`src/design/note_onset_detector_with_holdoff_core_macros.svh`:
```
// assertion macros used by the onset detector top level
`ifndef NOTE_ONSET_DETECTOR_WITH_HOLDOFF_CORE_MACROS_SVH
`define NOTE_ONSET_DETECTOR_WITH_HOLDOFF_CORE_MACROS_SVH

// same-cycle implication, sampled on clk, off during reset
`define OND_ASSERT_IMPL(lbl, ante, cons) \
  lbl: assert property (@(posedge clk) disable iff (!rst_n) (ante) |-> (cons)) \
    else $error("onset detector check failed");

// next-cycle implication, sampled on clk, off during reset
`define OND_ASSERT_NEXT(lbl, ante, cons) \
  lbl: assert property (@(posedge clk) disable iff (!rst_n) (ante) |=> (cons)) \
    else $error("onset detector check failed");

`endif

```
`src/design/ond_pkg.sv`:
```
// shared types and constants of the onset detector
package ond_pkg;

  localparam int NUM_CHANNELS_DEF = 64;
  localparam int CHAN_W           = 6;
  localparam int ACT_W            = 16;
  localparam int FRAME_W          = 24;
  localparam int HOLD_W           = 8;
  localparam int NOTE_W           = 8;
  localparam int LNOTE_W          = 7;
  localparam int PADDR_W          = 4;
  localparam int PDATA_W          = 32;
  localparam int REG_IDX_W        = 2;

  // register indexes, byte address is 4 * index
  localparam logic [REG_IDX_W-1:0] REG_THRESHOLD   = 2'd0;
  localparam logic [REG_IDX_W-1:0] REG_HOLDOFF     = 2'd1;
  localparam logic [REG_IDX_W-1:0] REG_LOWEST_NOTE = 2'd2;

  // item opcodes
  localparam logic OP_SAMPLE = 1'b0;
  localparam logic OP_CLEAR  = 1'b1;

  localparam logic [ACT_W-1:0]   THRESHOLD_RST   = 16'd32768;
  localparam logic [HOLD_W-1:0]  HOLDOFF_RST     = 8'd3;
  localparam logic [LNOTE_W-1:0] LOWEST_NOTE_RST = 7'd40;

  typedef struct packed {
    logic [ACT_W-1:0]   threshold;
    logic [HOLD_W-1:0]  holdoff_frames;
    logic [LNOTE_W-1:0] lowest_note;
  } cfg_t;

  // per-channel state word kept in memory
  typedef struct packed {
    logic              prev_active;
    logic [HOLD_W-1:0] holdoff;
  } chan_state_t;

endpackage

```
`src/design/ond_cfg_regs.sv`:
```
// configuration registers behind the apb-style port
module ond_cfg_regs (
  input  logic                        clk,
  input  logic                        rst_n,
  input  logic                        cfg_psel,
  input  logic                        cfg_penable,
  input  logic                        cfg_pwrite,
  input  logic [ond_pkg::PADDR_W-1:0] cfg_paddr,
  input  logic [ond_pkg::PDATA_W-1:0] cfg_pwdata,
  output logic [ond_pkg::PDATA_W-1:0] cfg_prdata,
  output logic                        cfg_pready,
  output ond_pkg::cfg_t               cfg
);
  import ond_pkg::*;

  cfg_t                 cfg_r, cfg_nxt;
  logic [REG_IDX_W-1:0] reg_idx;
  logic                 wr_en;

  assign reg_idx    = cfg_paddr[PADDR_W-1:2];
  assign cfg_pready = 1'b1;
  assign wr_en      = cfg_psel && cfg_penable && cfg_pwrite && cfg_pready;
  assign cfg        = cfg_r;

  always_comb begin
    cfg_nxt = cfg_r;
    if (wr_en) begin
      unique case (reg_idx)
        REG_THRESHOLD:   cfg_nxt.threshold      = cfg_pwdata[ACT_W-1:0];
        REG_HOLDOFF:     cfg_nxt.holdoff_frames = cfg_pwdata[HOLD_W-1:0];
        REG_LOWEST_NOTE: cfg_nxt.lowest_note    = cfg_pwdata[LNOTE_W-1:0];
        default:         cfg_nxt = cfg_r;
      endcase
    end
  end

  always_comb begin
    unique case (reg_idx)
      REG_THRESHOLD:   cfg_prdata = {{(PDATA_W-ACT_W){1'b0}}, cfg_r.threshold};
      REG_HOLDOFF:     cfg_prdata = {{(PDATA_W-HOLD_W){1'b0}}, cfg_r.holdoff_frames};
      REG_LOWEST_NOTE: cfg_prdata = {{(PDATA_W-LNOTE_W){1'b0}}, cfg_r.lowest_note};
      default:         cfg_prdata = '0;
    endcase
  end

  always_ff @(posedge clk) begin
    if (!rst_n) begin
      cfg_r.threshold      <= THRESHOLD_RST;
      cfg_r.holdoff_frames <= HOLDOFF_RST;
      cfg_r.lowest_note    <= LOWEST_NOTE_RST;
    end else begin
      cfg_r <= cfg_nxt;
    end
  end

endmodule

```
`src/design/ond_chan_mem.sv`:
```
// per-channel state memory, registered read, valid bit per entry
module ond_chan_mem #(
  parameter int DEPTH = ond_pkg::NUM_CHANNELS_DEF,
  parameter int IDX_W = 6
) (
  input  logic                 clk,
  input  logic                 rst_n,
  input  logic                 clear,
  input  logic                 rd_en,
  input  logic [IDX_W-1:0]     rd_addr,
  output ond_pkg::chan_state_t rd_data,
  input  logic                 wr_en,
  input  logic [IDX_W-1:0]     wr_addr,
  input  ond_pkg::chan_state_t wr_data
);
  import ond_pkg::*;

  chan_state_t            mem [DEPTH];
  logic [DEPTH-1:0]       valid_r, valid_nxt;
  chan_state_t            rdata_r;
  logic                   rvalid_r;

  // entry not written since reset or clear reads as zero
  assign rd_data = rvalid_r ? rdata_r : '0;

  always_comb begin
    valid_nxt = valid_r;
    if (wr_en) valid_nxt[wr_addr] = 1'b1;
    if (clear) valid_nxt = '0;
  end

  always_ff @(posedge clk) begin
    if (wr_en) mem[wr_addr] <= wr_data;
    if (rd_en) rdata_r <= mem[rd_addr];
  end

  always_ff @(posedge clk) begin
    if (!rst_n) begin
      valid_r  <= '0;
      rvalid_r <= 1'b0;
    end else begin
      valid_r <= valid_nxt;
      if (rd_en) rvalid_r <= valid_r[rd_addr];
    end
  end

endmodule

```
`src/design/note_onset_detector_with_holdoff_core.sv`:
```
// top level of the per-pitch onset detector with holdoff
// One item per cycle sustained while input stall is low. A sample item is
// accepted at a clock edge and starts a read of its channel's state word
// (previous-active flag and holdoff counter) from a one-read, one-write memory
// with a registered read. In the next cycle the evaluate stage compares the
// activation with the threshold and decides on an onset; when it advances it
// writes the updated word back and, on an onset, loads the output register.
// A sample that follows one of the same channel directly gets the freshly
// written word through a bypass register, so back-to-back samples of one
// channel need no bubble. A clear item takes effect at its acceptance edge by
// dropping every entry's valid bit and gives no result. Samples whose channel
// is at or above NUM_CHANNELS pass through without touching state or giving a
// result. The output register decouples the sides: input stall rises only
// while the evaluate stage holds an item and an earlier result waits in the
// output register with the receiver stalling, whether or not that item is an
// onset.
module note_onset_detector_with_holdoff_core #(
  parameter int NUM_CHANNELS = ond_pkg::NUM_CHANNELS_DEF
) (
  input  logic                        clk,
  input  logic                        rst_n,
  // sample input
  input  logic                        in_valid,
  output logic                        in_stall,
  input  logic                        in_opcode,
  input  logic [ond_pkg::CHAN_W-1:0]  in_channel,
  input  logic [ond_pkg::ACT_W-1:0]   in_activation,
  input  logic [ond_pkg::FRAME_W-1:0] in_frame_number,
  // onset results
  output logic                        out_valid,
  input  logic                        out_stall,
  output logic [ond_pkg::NOTE_W-1:0]  out_note_number,
  output logic [ond_pkg::FRAME_W-1:0] out_event_frame,
  // configuration
  input  logic                        cfg_psel,
  input  logic                        cfg_penable,
  input  logic                        cfg_pwrite,
  input  logic [ond_pkg::PADDR_W-1:0] cfg_paddr,
  input  logic [ond_pkg::PDATA_W-1:0] cfg_pwdata,
  output logic [ond_pkg::PDATA_W-1:0] cfg_prdata,
  output logic                        cfg_pready
);
  import ond_pkg::*;

`include "note_onset_detector_with_holdoff_core_macros.svh"

  // the channel field reaches 64 channels at most
  localparam int MEM_DEPTH = (NUM_CHANNELS > 64) ? 64 : NUM_CHANNELS;
  localparam int IDX_W     = (MEM_DEPTH > 1) ? $clog2(MEM_DEPTH) : 1;

  cfg_t cfg;

  ond_cfg_regs u_cfg (
    .clk         (clk),
    .rst_n       (rst_n),
    .cfg_psel    (cfg_psel),
    .cfg_penable (cfg_penable),
    .cfg_pwrite  (cfg_pwrite),
    .cfg_paddr   (cfg_paddr),
    .cfg_pwdata  (cfg_pwdata),
    .cfg_prdata  (cfg_prdata),
    .cfg_pready  (cfg_pready),
    .cfg         (cfg)
  );

  // input side
  logic             in_accept;
  logic             in_is_clear;
  logic             in_live;
  logic [IDX_W-1:0] in_idx;

  // evaluate stage
  logic                 s1_valid_r, s1_valid_nxt;
  logic                 s1_live_r;
  logic [CHAN_W-1:0]    s1_channel_r;
  logic [ACT_W-1:0]     s1_act_r;
  logic [FRAME_W-1:0]   s1_frame_r;
  logic                 s1_adv;
  logic                 s1_we;
  logic                 s1_hit;
  logic                 s1_active;
  logic [IDX_W-1:0]     s1_idx;
  chan_state_t          s1_cur;
  chan_state_t          s1_new;
  chan_state_t          mem_rdata;

  // bypass of the word written at the edge where this item was read
  logic                 fwd_hit_r;
  chan_state_t          fwd_data_r;

  // output register
  logic                 out_valid_r, out_valid_nxt;
  logic [NOTE_W-1:0]    out_note_r;
  logic [FRAME_W-1:0]   out_frame_r;

  assign in_is_clear = (in_opcode == OP_CLEAR);
  assign in_idx      = in_channel[IDX_W-1:0];
  assign in_live     = !in_is_clear &&
                       ({2'b00, in_channel} < NUM_CHANNELS[CHAN_W+1:0]);

  assign s1_adv    = s1_valid_r && (!out_valid_r || !out_stall);
  assign in_stall  = s1_valid_r && !s1_adv;
  assign in_accept = in_valid && !in_stall;

  assign s1_idx = s1_channel_r[IDX_W-1:0];
  assign s1_cur = fwd_hit_r ? fwd_data_r : mem_rdata;
  assign s1_active = (s1_act_r >= cfg.threshold);

  // holdoff countdown wins over detection
  always_comb begin
    s1_new.prev_active = s1_active;
    s1_new.holdoff     = s1_cur.holdoff;
    s1_hit             = 1'b0;
    priority if (s1_cur.holdoff != '0) begin
      s1_new.holdoff = s1_cur.holdoff - HOLD_W'(1);
    end else if (s1_active && !s1_cur.prev_active) begin
      s1_new.holdoff = cfg.holdoff_frames;
      s1_hit         = s1_live_r;
    end else begin
      s1_new.holdoff = s1_cur.holdoff;
    end
  end

  assign s1_we = s1_adv && s1_live_r;

  ond_chan_mem #(
    .DEPTH (MEM_DEPTH),
    .IDX_W (IDX_W)
  ) u_mem (
    .clk     (clk),
    .rst_n   (rst_n),
    .clear   (in_accept && in_is_clear),
    .rd_en   (in_accept && in_live),
    .rd_addr (in_idx),
    .rd_data (mem_rdata),
    .wr_en   (s1_we),
    .wr_addr (s1_idx),
    .wr_data (s1_new)
  );

  always_comb begin
    s1_valid_nxt = s1_valid_r;
    if (s1_adv) s1_valid_nxt = 1'b0;
    if (in_accept && !in_is_clear) s1_valid_nxt = 1'b1;
  end

  always_comb begin
    out_valid_nxt = out_valid_r;
    if (out_valid_r && !out_stall) out_valid_nxt = 1'b0;
    if (s1_adv && s1_hit) out_valid_nxt = 1'b1;
  end

  always_ff @(posedge clk) begin
    if (!rst_n) begin
      s1_valid_r  <= 1'b0;
      out_valid_r <= 1'b0;
    end else begin
      s1_valid_r  <= s1_valid_nxt;
      out_valid_r <= out_valid_nxt;
    end
  end

  always_ff @(posedge clk) begin
    if (in_accept) begin
      s1_live_r    <= in_live;
      s1_channel_r <= in_channel;
      s1_act_r     <= in_activation;
      s1_frame_r   <= in_frame_number;
      fwd_hit_r    <= s1_we && (s1_idx == in_idx);
      fwd_data_r   <= s1_new;
    end
    if (s1_adv && s1_hit) begin
      out_note_r  <= {1'b0, cfg.lowest_note} + {2'b00, s1_channel_r};
      out_frame_r <= s1_frame_r;
    end
  end

  assign out_valid       = out_valid_r;
  assign out_note_number = out_note_r;
  assign out_event_frame = out_frame_r;

  // an accepted item never overwrites a stage that is still held
  `OND_ASSERT_IMPL(a_no_overrun, in_accept && s1_valid_r, s1_adv)
  // a reported onset always arms the holdoff counter with the register value
  `OND_ASSERT_IMPL(a_onset_loads, s1_adv && s1_hit, s1_new.holdoff == cfg.holdoff_frames)
  // a clear item never occupies the evaluate stage
  `OND_ASSERT_NEXT(a_clear_bubble, in_accept && in_is_clear, !s1_valid_r)
  // a result comes only with a live sample leaving the evaluate stage
  `OND_ASSERT_IMPL(a_hit_live, s1_hit, s1_live_r && s1_cur.holdoff == '0)

endmodule
```
`config.mk`:
```
export PLATFORM = sky130hd
export DESIGN_NAME = note_onset_detector_with_holdoff_core
export DESIGN_NICKNAME = d
export VERILOG_FILES = /design/src/design/ond_pkg.sv /design/src/design/ond_cfg_regs.sv /design/src/design/ond_chan_mem.sv /design/src/design/note_onset_detector_with_holdoff_core.sv
export VERILOG_INCLUDE_DIRS = /design/src /design/src/design
export SDC_FILE = /design/constraint.sdc
export NUM_CORES = 1
export LEC_CHECK = 0
export ABC_AREA = 1
export BUFFER_PORTS_ARGS = -buffer_cell sky130_fd_sc_hd__buf_2
export CORE_ASPECT_RATIO = 0.8
export CORE_MARGIN = 2
export CORE_UTILIZATION = 40
export CTS_CLUSTER_DIAMETER = 80
export DETAILED_ROUTE_END_ITERATION = 8
export MAX_ROUTING_LAYER = met4
export PLACE_DENSITY = 0.63
export SETUP_SLACK_MARGIN = 0.1
export SYNTH_ARGS = -nofsm -noshare
export SYNTH_HDL_FRONTEND = slang
export SYNTH_HIERARCHICAL = 1
export SYNTH_SLANG_ARGS = --single-unit
```
`constraint.sdc`:
```
create_clock -name clk -period 9.1 [get_ports clk]
set_clock_uncertainty 0.1 [all_clocks]
set_input_delay 1.82 -clock clk [delete_from_list [all_inputs] [get_ports clk]]
set_output_delay 1.82 -clock clk [all_outputs]
set_load 0.005 [all_outputs]
```
==> results.py <==
metrics = {
    "setup_path": {
        "critPathRequiredTime_ns": 7.18,
        "crit_type": "in -> out",
        "path_buf_inv": 2,
        "path_cells": "buf_2 > nor2_2 > nand2_1 > nand3_1 > buf_2",
        "rr_startpoint": "u_cfg/cfg[18]$_SDFFE_PN0P_",
        "end_kind": "primary output",
        "path_max_fanout": 23,
        "critPathArrivalTime_ns": 3.11,
        "worst_path_most_repeated_cell": "buf_2",
        "start_kind": "input pin",
        "critPathTopFamily": "simple AND/OR/NAND/NOR gates",
        "reg2reg_to": "u_mem/mem[63][6]$_DFFE_PP_",
        "crit_path_top_delay_cell": "nor2_2",
        "worstRegToRegCells": 16,
        "worst-r2r-setup-slack_ns": 5.40,
        "slowest_delay_ns": 0.76,
    },
    "cts": {
        "root_buffer": "clkbuf_16",
        "post_cts_resized": 0,
        "ctsHoldBuffers": 0,
        "cts_tree": "done",
        "clk_latency_ns": 0.62,
        "cts_max_level": 3,
        "post-cts-setup-buffers": 0,
        "clock_path_buffers": 3,
        "cts_num_sinks": 772,
        "clk_pin_slew_ns": 0.06,
        "cts_buffers": 75,
    },
    "placement": {
        "dpl.cell_count": 3864,
        "place_ws_ns": 3.900,
        "io_buffers": 121,
        "gp_congestion": 0.8927,
        "dp_hpwl_microns": 43790,
        "placed_cell_area_sq_um": 33040,
    },
    "min_path": {
        "hold_path_end": "out_event_frame[1]$_DFFE_PP_",
        "hold_path.class": "reg -> reg",
        "worstHoldStart": "s1_frame_r[1]$_DFFE_PP_",
        "holdPathStages": 0,
    },
    "floorplan": {
        "rows": 92,
        "core-area_sq_um": 78620,
        "die_y_microns": 255.7,
        "initial_core_util": 0.4030,
        "fp.dieW_microns": 318.7,
        "ios": 157,
        "die_area_sq_um": 81500,
    },
    "timing": {
        "setup_slack_ns": 4.075,
        "max_slew_margin": 0.1591,
        "setup_viol_count_final": 0,
        "period_needed_ns": 5.025,
        "hold_viol_final": 0,
        "grt_setup_unrepaired": "no",
        "tightest_slew_ns": 1.257,
        "slew_violations": 0,
        "max_freq_ghz": 0.1990,
        "tns_ns": 0,
        "hold_ws_ns": 0.3151,
        "fin_crit_sh": 0.5522,
    },
    "power_and_ir_drop": {
        "peakVddDrop_mv": 0.1445,
        "p_per_area_nw_per_um2": 218.7,
        "power_mw": 7.762,
        "p_leak_nw": 12.51,
    },
    "synthesis": {
        "async_reset_ff_frac": 0,
        "synth_top_flop_cell": "edfxtp_1",
        "synth-edff-count": 674,
        "netlist_area_sq_um": 31690,
        "ys_types": 46,
        "yosys_warnings": 6,
        "avgSynthCellArea_sq_um": 11.17,
        "synthCells": 2838,
        "yosysSeqAreaShare": 0.7007,
        "ys_ff_latch": 772,
    },
    "grt": {
        "grt_pass1_vias": 19830,
        "track_usage": 0.1959,
        "overflow": 0,
        "antenna_found_initial": 0,
        "grt_pass1_wl_microns": 119500,
        "grt_max_degree": 196,
    },
    "finish": {
        "nNetsFinal": 3022,
        "syn2layout_area_growth_pct": 11.99,
        "layout-drive-gt1-share": 0.1027,
        "stdcell_count": 4005,
        "design_area_sq_um": 35490,
        "nFillCells": 7207,
        "postLayoutCoreUtil": 0.4514,
    },
    "route": {
        "viasPerCell": 5.295,
        "totalWireLength_microns": 78450,
        "detail_route.wl_per_cell_microns": 19.59,
        "vias": 21210,
        "antenna_left": 0,
        "firstDrtPassIters": 5,
        "drc": 0,
        "drt_iter0_drc": 2335,
    },
    "run": {
        "maxCapViolations": 0,
    },
    "outcome": {
        "outcome": "completed",
    },
}
-- layout by cell type (no fill, tap or decap), drive strengths merged, types with 2 or more instances in the layout --
cell / n
edfxtp: 674
nor2: 572
nand2: 501
o21ai: 300
nand3: 172
buf: 148
o22ai: 144
inv: 120
clkbuf: 114
dfxtp: 98
ha: 24
conb: 17
nor3: 17
clkinv: 17
a21oi: 14
xor2: 6
bufinv: 6
or2: 6
xnor2: 4
o21a: 2
nand4: 2
nor4: 2
clkinvlp: 2
-- Yosys cell counts, types with 3 or more instances --
library cell / number / area share
a21oi_1: 14 / 0.0022
buf_1: 18 / 0.0021
buf_2: 24 / 0.0038
buf_4: 24 / 0.0057
buf_6: 14 / 0.0050
clkbuf_1: 90 / 0.011
dfxtp_1: 98 / 0.062
edfxtp_1: 674 / 0.64
ha_1: 24 / 0.0095
inv_1: 110 / 0.013
inv_2: 5 / 0.00059
nand2_1: 496 / 0.059
nand2_4: 3 / 0.0011
nand3_1: 168 / 0.027
nand3_2: 3 / 0.00095
nor2_1: 553 / 0.066
nor2_2: 14 / 0.0028
nor2_4: 3 / 0.0011
nor3_1: 16 / 0.0025
o21ai_0: 289 / 0.046
o21ai_1: 9 / 0.0014
o22ai_1: 144 / 0.028
or2_2: 4 / 0.00079
xnor2_1: 4 / 0.0011
xor2_1: 6 / 0.0017
-- sequential cells by signal (all words and copies together) (netlist names) --
signal	cells
u_mem/mem	576
u_mem/valid_r	64
u_cfg/cfg	31
out_event_frame	24
s1_frame_r	24
s1_act_r	16
fwd_data_r	9
u_mem/rdata_r	9
out_note_number	8
s1_channel_r	6
fwd_hit_r	1
out_valid	1
s1_live_r	1
s1_valid_r	1
u_mem/rvalid_r	1
-- cells by family after synthesis --
logic type	Yosys count	share of synthesized area
DFF	772	0.7007
and+or+nand+nor	1274	0.1641
AOI/OAI and AO/OA	464	0.07968
other	2	0.0002370
muxes	1	0.0003159
adders and majority gates	25	0.01011
buffers and inverters	290	0.04213
xor gates and xnor gates	10	0.002764
-- worst max path at each step --
stage | endpoint | cells past startpoint | start
3_5_place_dp | u_mem/rdata_r[3]$_DFFE_PP_ | 11 | in_channel[1]
3_3_place_gp | u_mem/rdata_r[3]$_DFFE_PP_ | 11 | in_channel[1]
2_1_floorplan | out_event_frame[0]$_DFFE_PP_ | 12 | u_cfg/cfg[18]$_SDFFE_PN0P_
4_1_cts | cfg_prdata[7] | 4 | cfg_paddr[2]
6_report | cfg_prdata[1] | 5 | cfg_paddr[2]
5_1_grt | cfg_prdata[0] | 5 | cfg_paddr[2]
-- where the power goes --
part / internal, mW / total, mW / switching (mW)
Combinational: 0.136 / 0.613 / 0.477
Sequential: 4.02 / 4.04 / 0.0164
Clock: 1.80 / 3.11 / 1.32
Total: 5.95 / 7.76 / 1.81
-- routing by layer --
metal	track usage	up-vias	routed length, microns
met5	-	-	0
met4	0.05793	0	1795
met3	0.03711	128	6724
met2	0.2800	767	34260
met1	0.2836	10350	35660
li1	-	9962	-
-- final cells by class --
class                   count  area [sq um]  area share
flip-flops and latches    772         22200      0.6256
multi-input cells        1791          8243      0.2323
clock buffers             114          2126     0.05990
well taps                1034          1294     0.03646
repair buffers            148         835.8     0.02355
inverters                 119         461.7     0.01301
clock inverters            26         322.8    0.009097
diodes                      1         2.502  0.00007052
No activity file was read; power rests on OpenSTA's default activity.
